<file path="src/hdl/lzx_pkg.sv">
`timescale 1ns / 1ps

package lzx_pkg;

    // History ring geometry.
    localparam int HIST_DEPTH = 256;
    localparam int HIST_AW    = $clog2(HIST_DEPTH);
    localparam int HIST_LW    = $clog2(HIST_DEPTH) + 1;

    // Run length counter width and match length bias.
    localparam int REM_W = 15;
    localparam logic [REM_W-1:0] MATCH_BIAS = REM_W'(4);

    // Input item modes.
    localparam logic MODE_BYTE = 1'b0;
    localparam logic MODE_STEP = 1'b1;

    // One input transaction.
    typedef struct packed {
        logic       mode;
        logic [7:0] data_byte;
    } lzx_in_t;

    // One result transaction.
    typedef struct packed {
        logic [7:0] out_byte;
        logic       last_of_run;
        logic       copy_pending;
        logic       is_error;
    } lzx_out_t;

    // Command from the decoder to the ring stage for one accepted item.
    typedef struct packed {
        logic               has_result;
        logic               use_ring;
        logic               wr_en;
        logic [HIST_AW-1:0] waddr;
        logic [HIST_AW-1:0] raddr;
        logic [7:0]         lit_byte;
        logic               last;
        logic               pend;
        logic               err;
    } lzx_cmd_t;

endpackage

</file>
<file path="src/hdl/lz_stream_expander_top.sv">
`timescale 1ns / 1ps

// Streaming LZ decoder with a 256-byte history ring. Each input transaction is
// either a compressed byte (mode 0) or a step (mode 1) that pulls one byte of a
// pending match copy; each gives at most one result transaction. The block takes
// one transaction per cycle while the output is not stalled, and a result passes
// through the synchronous ring read stage and then the output register. The ring
// has one write and one read port; a copy at distance one is served by forwarding
// the byte written in the same cycle. Ring entries are not cleared at reset; the
// distance check keeps unwritten entries from being read. Errors (distance beyond
// history seen, or a compressed byte during a copy) are sticky until reset.
module lz_stream_expander_top
    import lzx_pkg::*;
(
    input  logic     clk,
    input  logic     rst_n,
    input  logic     in_valid,
    output logic     in_ready,
    input  lzx_in_t  in_data,
    output logic     out_valid,
    input  logic     out_ready,
    output lzx_out_t out_data
);

    logic     accept;
    logic     take;
    logic     res_valid;
    lzx_cmd_t cmd;
    lzx_out_t res;

    assign accept = in_valid && in_ready;

    // Header, length and offset decode with run bookkeeping.
    lzx_ctrl u_ctrl (
        .clk     (clk),
        .rst_n   (rst_n),
        .accept  (accept),
        .in_data (in_data),
        .cmd     (cmd)
    );

    // History ring and read stage.
    lzx_ring u_ring (
        .clk       (clk),
        .rst_n     (rst_n),
        .accept    (accept),
        .cmd       (cmd),
        .take      (take),
        .ready     (in_ready),
        .res_valid (res_valid),
        .res       (res)
    );

    // Output register.
    lzx_out u_out (
        .clk       (clk),
        .rst_n     (rst_n),
        .res_valid (res_valid),
        .res       (res),
        .take      (take),
        .out_valid (out_valid),
        .out_ready (out_ready),
        .out_data  (out_data)
    );

endmodule

</file>
<file path="src/hdl/lzx_ctrl.sv">
`timescale 1ns / 1ps

module lzx_ctrl
    import lzx_pkg::*;
(
    input  logic     clk,
    input  logic     rst_n,
    input  logic     accept,
    input  lzx_in_t  in_data,
    output lzx_cmd_t cmd
);

    typedef enum logic [2:0] {
        PH_HEADER,
        PH_LEN_LOW,
        PH_OFFSET,
        PH_COPY,
        PH_LITERAL,
        PH_ERROR
    } phase_t;

    phase_t             phase_reg, phase_next;
    logic [REM_W-1:0]   rem_reg, rem_next;
    logic [HIST_AW-1:0] wr_pos_reg, wr_pos_next;
    logic [HIST_AW-1:0] rd_pos_reg, rd_pos_next;
    logic [HIST_LW-1:0] hist_len_reg, hist_len_next;

    logic [REM_W-1:0]   rem_dec;
    logic [REM_W:0]     grow_sum;
    logic [HIST_LW-1:0] grown_len;
    logic [HIST_LW-1:0] match_dist;
    logic [REM_W-1:0]   lit_len;

    // Count of bytes left after this one, and history growth by the current run.
    assign rem_dec    = rem_reg - REM_W'(1);
    assign lit_len    = REM_W'(in_data.data_byte) + REM_W'(1);
    assign match_dist = HIST_LW'(in_data.data_byte) + HIST_LW'(1);

    always_comb
    begin
        logic [REM_W-1:0] grow_by;
        grow_by  = (phase_reg == PH_HEADER) ? lit_len : rem_reg;
        grow_sum = (REM_W+1)'(hist_len_reg) + (REM_W+1)'(grow_by);
        if (grow_sum > (REM_W+1)'(HIST_DEPTH))
            grown_len = HIST_LW'(HIST_DEPTH);
        else
            grown_len = grow_sum[HIST_LW-1:0];
    end

    // Decode one item: next control state and the command for the ring stage.
    always_comb
    begin
        phase_next    = phase_reg;
        rem_next      = rem_reg;
        wr_pos_next   = wr_pos_reg;
        rd_pos_next   = rd_pos_reg;
        hist_len_next = hist_len_reg;

        cmd            = '0;
        cmd.waddr      = wr_pos_reg;
        cmd.raddr      = rd_pos_reg;
        cmd.lit_byte   = in_data.data_byte;

        if (phase_reg == PH_ERROR)
        begin
            cmd.has_result = 1'b1;
            cmd.err        = 1'b1;
        end
        else if (in_data.mode == MODE_STEP)
        begin
            // A step only moves a pending copy forward.
            if (phase_reg == PH_COPY)
            begin
                cmd.has_result = 1'b1;
                cmd.use_ring   = 1'b1;
                cmd.wr_en      = 1'b1;
                rd_pos_next    = rd_pos_reg + HIST_AW'(1);
                wr_pos_next    = wr_pos_reg + HIST_AW'(1);
                rem_next       = rem_dec;
                if (rem_dec == '0)
                begin
                    cmd.last   = 1'b1;
                    phase_next = PH_HEADER;
                end
                else
                begin
                    cmd.pend = 1'b1;
                end
            end
        end
        else
        begin
            unique case (phase_reg)
                PH_HEADER:
                begin
                    if (!in_data.data_byte[7])
                    begin
                        rem_next      = lit_len;
                        hist_len_next = grown_len;
                        phase_next    = PH_LITERAL;
                    end
                    else if (in_data.data_byte[6])
                    begin
                        rem_next   = REM_W'(in_data.data_byte[6:0]);
                        phase_next = PH_LEN_LOW;
                    end
                    else
                    begin
                        rem_next   = REM_W'(in_data.data_byte[5:0]) + MATCH_BIAS;
                        phase_next = PH_OFFSET;
                    end
                end
                PH_LEN_LOW:
                begin
                    rem_next   = REM_W'({rem_reg[5:0], in_data.data_byte}) + MATCH_BIAS;
                    phase_next = PH_OFFSET;
                end
                PH_OFFSET:
                begin
                    if (match_dist > hist_len_reg)
                    begin
                        cmd.has_result = 1'b1;
                        cmd.err        = 1'b1;
                        phase_next     = PH_ERROR;
                    end
                    else
                    begin
                        rd_pos_next   = wr_pos_reg + ~in_data.data_byte;
                        hist_len_next = grown_len;
                        phase_next    = PH_COPY;
                    end
                end
                PH_LITERAL:
                begin
                    cmd.has_result = 1'b1;
                    cmd.wr_en      = 1'b1;
                    wr_pos_next    = wr_pos_reg + HIST_AW'(1);
                    rem_next       = rem_dec;
                    if (rem_dec == '0)
                    begin
                        cmd.last   = 1'b1;
                        phase_next = PH_HEADER;
                    end
                end
                default:
                begin
                    // A compressed byte while a copy is pending.
                    cmd.has_result = 1'b1;
                    cmd.err        = 1'b1;
                    phase_next     = PH_ERROR;
                end
            endcase
        end

        // An error result carries nothing else.
        if (cmd.err)
            cmd.lit_byte = '0;
    end

    // Decoder state.
    always_ff @(posedge clk or negedge rst_n)
    begin
        if (!rst_n)
        begin
            phase_reg    <= PH_HEADER;
            rem_reg      <= '0;
            wr_pos_reg   <= '0;
            rd_pos_reg   <= '0;
            hist_len_reg <= '0;
        end
        else if (accept)
        begin
            phase_reg    <= phase_next;
            rem_reg      <= rem_next;
            wr_pos_reg   <= wr_pos_next;
            rd_pos_reg   <= rd_pos_next;
            hist_len_reg <= hist_len_next;
        end
    end

endmodule

</file>
<file path="src/hdl/lzx_ring.sv">
`timescale 1ns / 1ps

module lzx_ring
    import lzx_pkg::*;
(
    input  logic     clk,
    input  logic     rst_n,
    input  logic     accept,
    input  lzx_cmd_t cmd,
    input  logic     take,
    output logic     ready,
    output logic     res_valid,
    output lzx_out_t res
);

    logic [7:0]  ring [HIST_DEPTH];
    logic [7:0]  rdata_reg;
    logic        fwd_reg, fwd_next;
    logic [7:0]  fwd_byte_reg;
    lzx_cmd_t    s1_cmd_reg;
    logic        s1_valid_reg, s1_valid_next;

    logic        adv;
    logic        wr_fire;
    logic [7:0]  s1_byte;

    // The read stage moves on whenever the output register can take its result.
    assign adv     = s1_valid_reg && take;
    assign ready   = !s1_valid_reg || take;
    assign wr_fire = adv && s1_cmd_reg.wr_en;

    // A copy byte comes from the ring, or from the write that landed with its read.
    always_comb
    begin
        if (!s1_cmd_reg.use_ring)
            s1_byte = s1_cmd_reg.lit_byte;
        else if (fwd_reg)
            s1_byte = fwd_byte_reg;
        else
            s1_byte = rdata_reg;
    end

    // A read at distance one meets the previous byte's write at the same edge.
    assign fwd_next = wr_fire && (s1_cmd_reg.waddr == cmd.raddr);

    assign s1_valid_next = accept ? 1'b1 : (adv ? 1'b0 : s1_valid_reg);

    // Result of the read stage.
    assign res_valid        = adv && s1_cmd_reg.has_result;
    assign res.out_byte     = s1_byte;
    assign res.last_of_run  = s1_cmd_reg.last;
    assign res.copy_pending = s1_cmd_reg.pend;
    assign res.is_error     = s1_cmd_reg.err;

    // History ring write port.
    always_ff @(posedge clk)
    begin
        if (wr_fire)
            ring[s1_cmd_reg.waddr] <= s1_byte;
    end

    // History ring read port and read stage payload.
    always_ff @(posedge clk)
    begin
        if (accept)
        begin
            rdata_reg    <= ring[cmd.raddr];
            fwd_byte_reg <= s1_byte;
            s1_cmd_reg   <= cmd;
        end
    end

    // Read stage control.
    always_ff @(posedge clk or negedge rst_n)
    begin
        if (!rst_n)
        begin
            s1_valid_reg <= 1'b0;
            fwd_reg      <= 1'b0;
        end
        else
        begin
            s1_valid_reg <= s1_valid_next;
            if (accept)
                fwd_reg <= fwd_next;
        end
    end

endmodule

</file>
<file path="src/hdl/lzx_out.sv">
`timescale 1ns / 1ps

module lzx_out
    import lzx_pkg::*;
(
    input  logic     clk,
    input  logic     rst_n,
    input  logic     res_valid,
    input  lzx_out_t res,
    output logic     take,
    output logic     out_valid,
    input  logic     out_ready,
    output lzx_out_t out_data
);

    logic     out_valid_reg, out_valid_next;
    lzx_out_t out_data_reg;

    // The register takes a new result when empty or being drained.
    assign take           = !out_valid_reg || out_ready;
    assign out_valid_next = take ? res_valid : out_valid_reg;

    assign out_valid = out_valid_reg;
    assign out_data  = out_data_reg;

    // Output payload.
    always_ff @(posedge clk)
    begin
        if (take && res_valid)
            out_data_reg <= res;
    end

    // Output valid.
    always_ff @(posedge clk or negedge rst_n)
    begin
        if (!rst_n)
            out_valid_reg <= 1'b0;
        else
            out_valid_reg <= out_valid_next;
    end

endmodule
</file>
<file path="config.mk">
export PLATFORM = sky130hd
export DESIGN_NAME = lz_stream_expander_top
export DESIGN_NICKNAME = d
export VERILOG_FILES = /design/src/hdl/lzx_pkg.sv /design/src/hdl/lz_stream_expander_top.sv /design/src/hdl/lzx_ctrl.sv /design/src/hdl/lzx_ring.sv /design/src/hdl/lzx_out.sv
export SDC_FILE = /design/constraint.sdc
export NUM_CORES = 2
export LEC_CHECK = 0
export BUFFER_PORTS_ARGS = -buffer_cell sky130_fd_sc_hd__buf_2
export CELL_PAD_IN_SITES_DETAIL_PLACEMENT = 0
export CELL_PAD_IN_SITES_GLOBAL_PLACEMENT = 2
export CORE_UTILIZATION = 48
export CTS_CLUSTER_SIZE = 28
export DETAILED_ROUTE_END_ITERATION = 10
export PLACE_DENSITY = 0.77
export RECOVER_POWER = 50
export SLEW_MARGIN = 5
export SYNTH_ARGS = -nofsm -noshare
export SYNTH_HDL_FRONTEND = slang
export SYNTH_HIERARCHICAL = 1
export SYNTH_SLANG_ARGS = --single-unit
</file>
<file path="constraint.sdc">
create_clock -name clk -period 10.5 [get_ports clk]
set_input_delay 0 -clock clk [delete_from_list [all_inputs] [get_ports clk]]
set_output_delay 0 -clock clk [all_outputs]
set_load 0.005 [all_outputs]
</file>
==> impl_metrics.json <==
{
  "period_share_pct": 65.0,
  "synthCells": 4576,
  "viasPerCell": 6.28,
  "gr-total-overflow": 0,
  "drive_gt1_share_pct": 17.6,
  "outcome": "complete, but fails checks",
  "slew_headroom_pct": -231,
  "ys_types": 99,
  "drtAntennaViolNets": 0,
  "clk_path_buf_depth": 3,
  "grt_pass1_vias": 44542,
  "postSynth.asyncResetShare_pct": 2.15,
  "path_clk_slew_ns": 0.06,
  "clk-insertion-delay-late_ns": 0.86,
  "path_max_fanout": 100,
  "wl_per_cell_um": 30.8,
  "totalWireLength_um": 221000,
  "total_power_mw": 24.0,
  "end_kind": "flop",
  "failed_checks": "max-capacitance violations, max-slew violations",
  "required_ns": 11.01,
  "p_leak_nw": 30.1,
  "largest_reg_flops": 2048,
  "die_width_um": 426,
  "skew_ns": 0.0479,
  "root_buffer": "clkbuf_16",
  "cp.arrival_ns": 7.34,
  "fmax_mhz": 146,
  "yosysSeqAreaShare_pct": 74.3,
  "setup_viol": 0,
  "die_h_um": 426,
  "antenna_found_initial": 3,
  "grt_pass1_wl_um": 319000,
  "post_cts_buffers": 0,
  "peakVddDrop_mv": 0.256,
  "tns_ns": 0,
  "dieArea_sq_um": 181000,
  "pre_cts_ws_ns": 5.06,
  "crit_path_start_kind": "flop",
  "grt_max_degree": 205,
  "cts_hold_buf": 19,
  "num-nets-final": 4683,
  "drt_pass1_iterations": 5,
  "clock_sinks": 2143,
  "cts_tree": "done",
  "ctsResizeCount": 0,
  "syn_area_per_cell_sq_um": 18.9,
  "syn-num-nets": 4628,
  "initial_utilization_pct": 48.4,
  "placementRows": 155,
  "synthFlopType": "edfxtp_1",
  "dr_total_vias": 44968,
  "core_area_sq_um": 178000,
  "tightest_slew_ns": 4.96,
  "gp_congestion": 0.851,
  "synth-seq-cells": 2143,
  "ioPinCount": 26,
  "drv_slew": 1234,
  "htreeDepth": 4,
  "rsz0062_at_grt": "false",
  "ys_warn_count": 6,
  "drc": 0,
  "criticalPathCategory": "flop to flop",
  "timing.final.ws_setup_ns": 3.67,
  "syn2layout_area_growth_pct": 10.5,
  "cts_buffers": 214,
  "hold_viol": 0,
  "portBuffers": 25,
  "final.min_clock_period_ns": 6.83,
  "max_cap_violations": 28,
  "synth-edff-count": 2097,
  "powerDensity_nw_per_um2": 252,
  "grt_usage_pct": 24.5,
  "min_path_type": "input pin to flop",
  "syn_area_sq_um": 86300,
  "dp_hpwl_um": 130000,
  "drt_iter0_drc": 5135
}
## report_power, final
| group | internal, mW | switching (mW) |
|---|---|---|
| Clock | 4.24 | 3.24 |
| Sequential | 10.4 | 0.279 |
| Combinational | 2.18 | 3.72 |
## area by class of cell
cell class,instances,area (sq um)
sequential,2143,64100
inverter,43,161
fill,14050,83100
clock buffer,260,5610
clock inverter,133,1250
antenna,2,5.00
tap,2355,2950
multi-input combinational,2105,20300
timing repair buffer,124,926
## cell usage in the layout, fill, tap and decap left out, types with 10 or more instances in the layout
cell and count:
bufinv_16 18, dfrtp_1 40, clkinv_2 42, a211oi_1 18
nand4_1 26, edfxtp_1 2097, mux4_2 378, mux2i_1 224
and2_1 10, nand3_1 57, xor2_1 20, buf_12 10
a31oi_1 20, nand2b_1 25, clkbuf_1 74, a221oi_1 20
buf_4 41, nor3_1 66, ha_1 37, inv_1 40
nor2_1 332, mux2_2 36, xnor2_1 26, clkbuf_16 216
a21oi_1 113, nand2_1 109, o22ai_1 65, o31ai_1 20
a21o_1 12, nor4_1 26, a22oi_1 115, nor2b_1 26
o21ai_0 63, and3_1 13, dlygate4sd3_1 19, clkinv_1 52
buf_2 20, a22o_1 31, o221ai_1 56
## critical path, stage by stage, from the launching register on
cell	delay, ns
dfrtp_1	0.70
mux2i_1	0.26
a21oi_1	1.13
clkbuf_1	3.29
buf_4	0.96
## cell usage after synthesis (26+ instances only)
library cell  number  area, sq um
nor4_1            30          188
mux4_2           378         8510
o221ai_1          56          490
nor2_1           334         1250
ha_1              37          463
a22o_1            31          272
edfxtp_1        2097        63000
mux2_2            36          405
o22ai_1           65          407
mux2i_1          224         2240
nand4_1           26          163
nand3_1           57          285
buf_6             29          327
nand2b_1          26          163
nand2_1          109          409
a22oi_1          115          863
xnor2_1           26          228
dfrtp_1           46         1150
buf_2             69          345
inv_1             40          150
nor3_1            65          325
a21oi_1          117          586
buf_4             26          195
nor2b_1           30          188
o21ai_0           63          315
clkbuf_1         129          484
## worst paths after layout
path	start	endpoint	slack (ns)	cells past startpoint
hold / removal	in_data[8]	u_ctrl/rd_pos_reg[2]	0.25	4
max in group asynchronous	rst_n	u_ctrl/rd_pos_reg[0]	7.07	4
setup / recovery	u_ring/fwd_reg	u_ring/ring[61][4]	3.67	4
hold reg to reg	u_ring/res[2]	u_out/out_data[2]	0.44	0
setup reg to reg	u_ring/fwd_reg	u_ring/ring[61][4]	3.67	4
min in group asynchronous	rst_n	u_ring/s1_valid_reg	1.30	4
## cells by family (layout without fill, tap and decap cells)
logic type	after synthesis	after routing	synth area share, %
compound gates	619	619	5.14
xor+xnor	46	46	0.467
fa+ha+maj	39	39	0.583
buf+inv	328	560	2.27
flops	2143	2143	74.3
mux	640	640	13.0
other cells	0	2	0
simple gates	761	761	4.23
## metrics by stage
step	util (%)	cells	hold WS, ns	cell area (sq um)
final	53.4	7165	0.254	95300
after global routing	53.4	7163	0.255	95300
after CTS	53.5	7163	0.188	95500
after detailed placement	49.6	6751	0.178	88500
after global placement	49.6	6751	0.176	88500
after floorplan	-	4576	-0.296	86300
## layer usage
layer / global-route usage, % / vias to the layer above / share of wire, %
met5: 0 / - / 0
met4: 6.72 / 0 / 2.5
met3: 4.73 / 327 / 7.9
met2: 38.3 / 1752 / 48
met1: 35.2 / 23999 / 42
li1: - / 18890 / -
No activity file was read; power rests on OpenSTA's default activity.
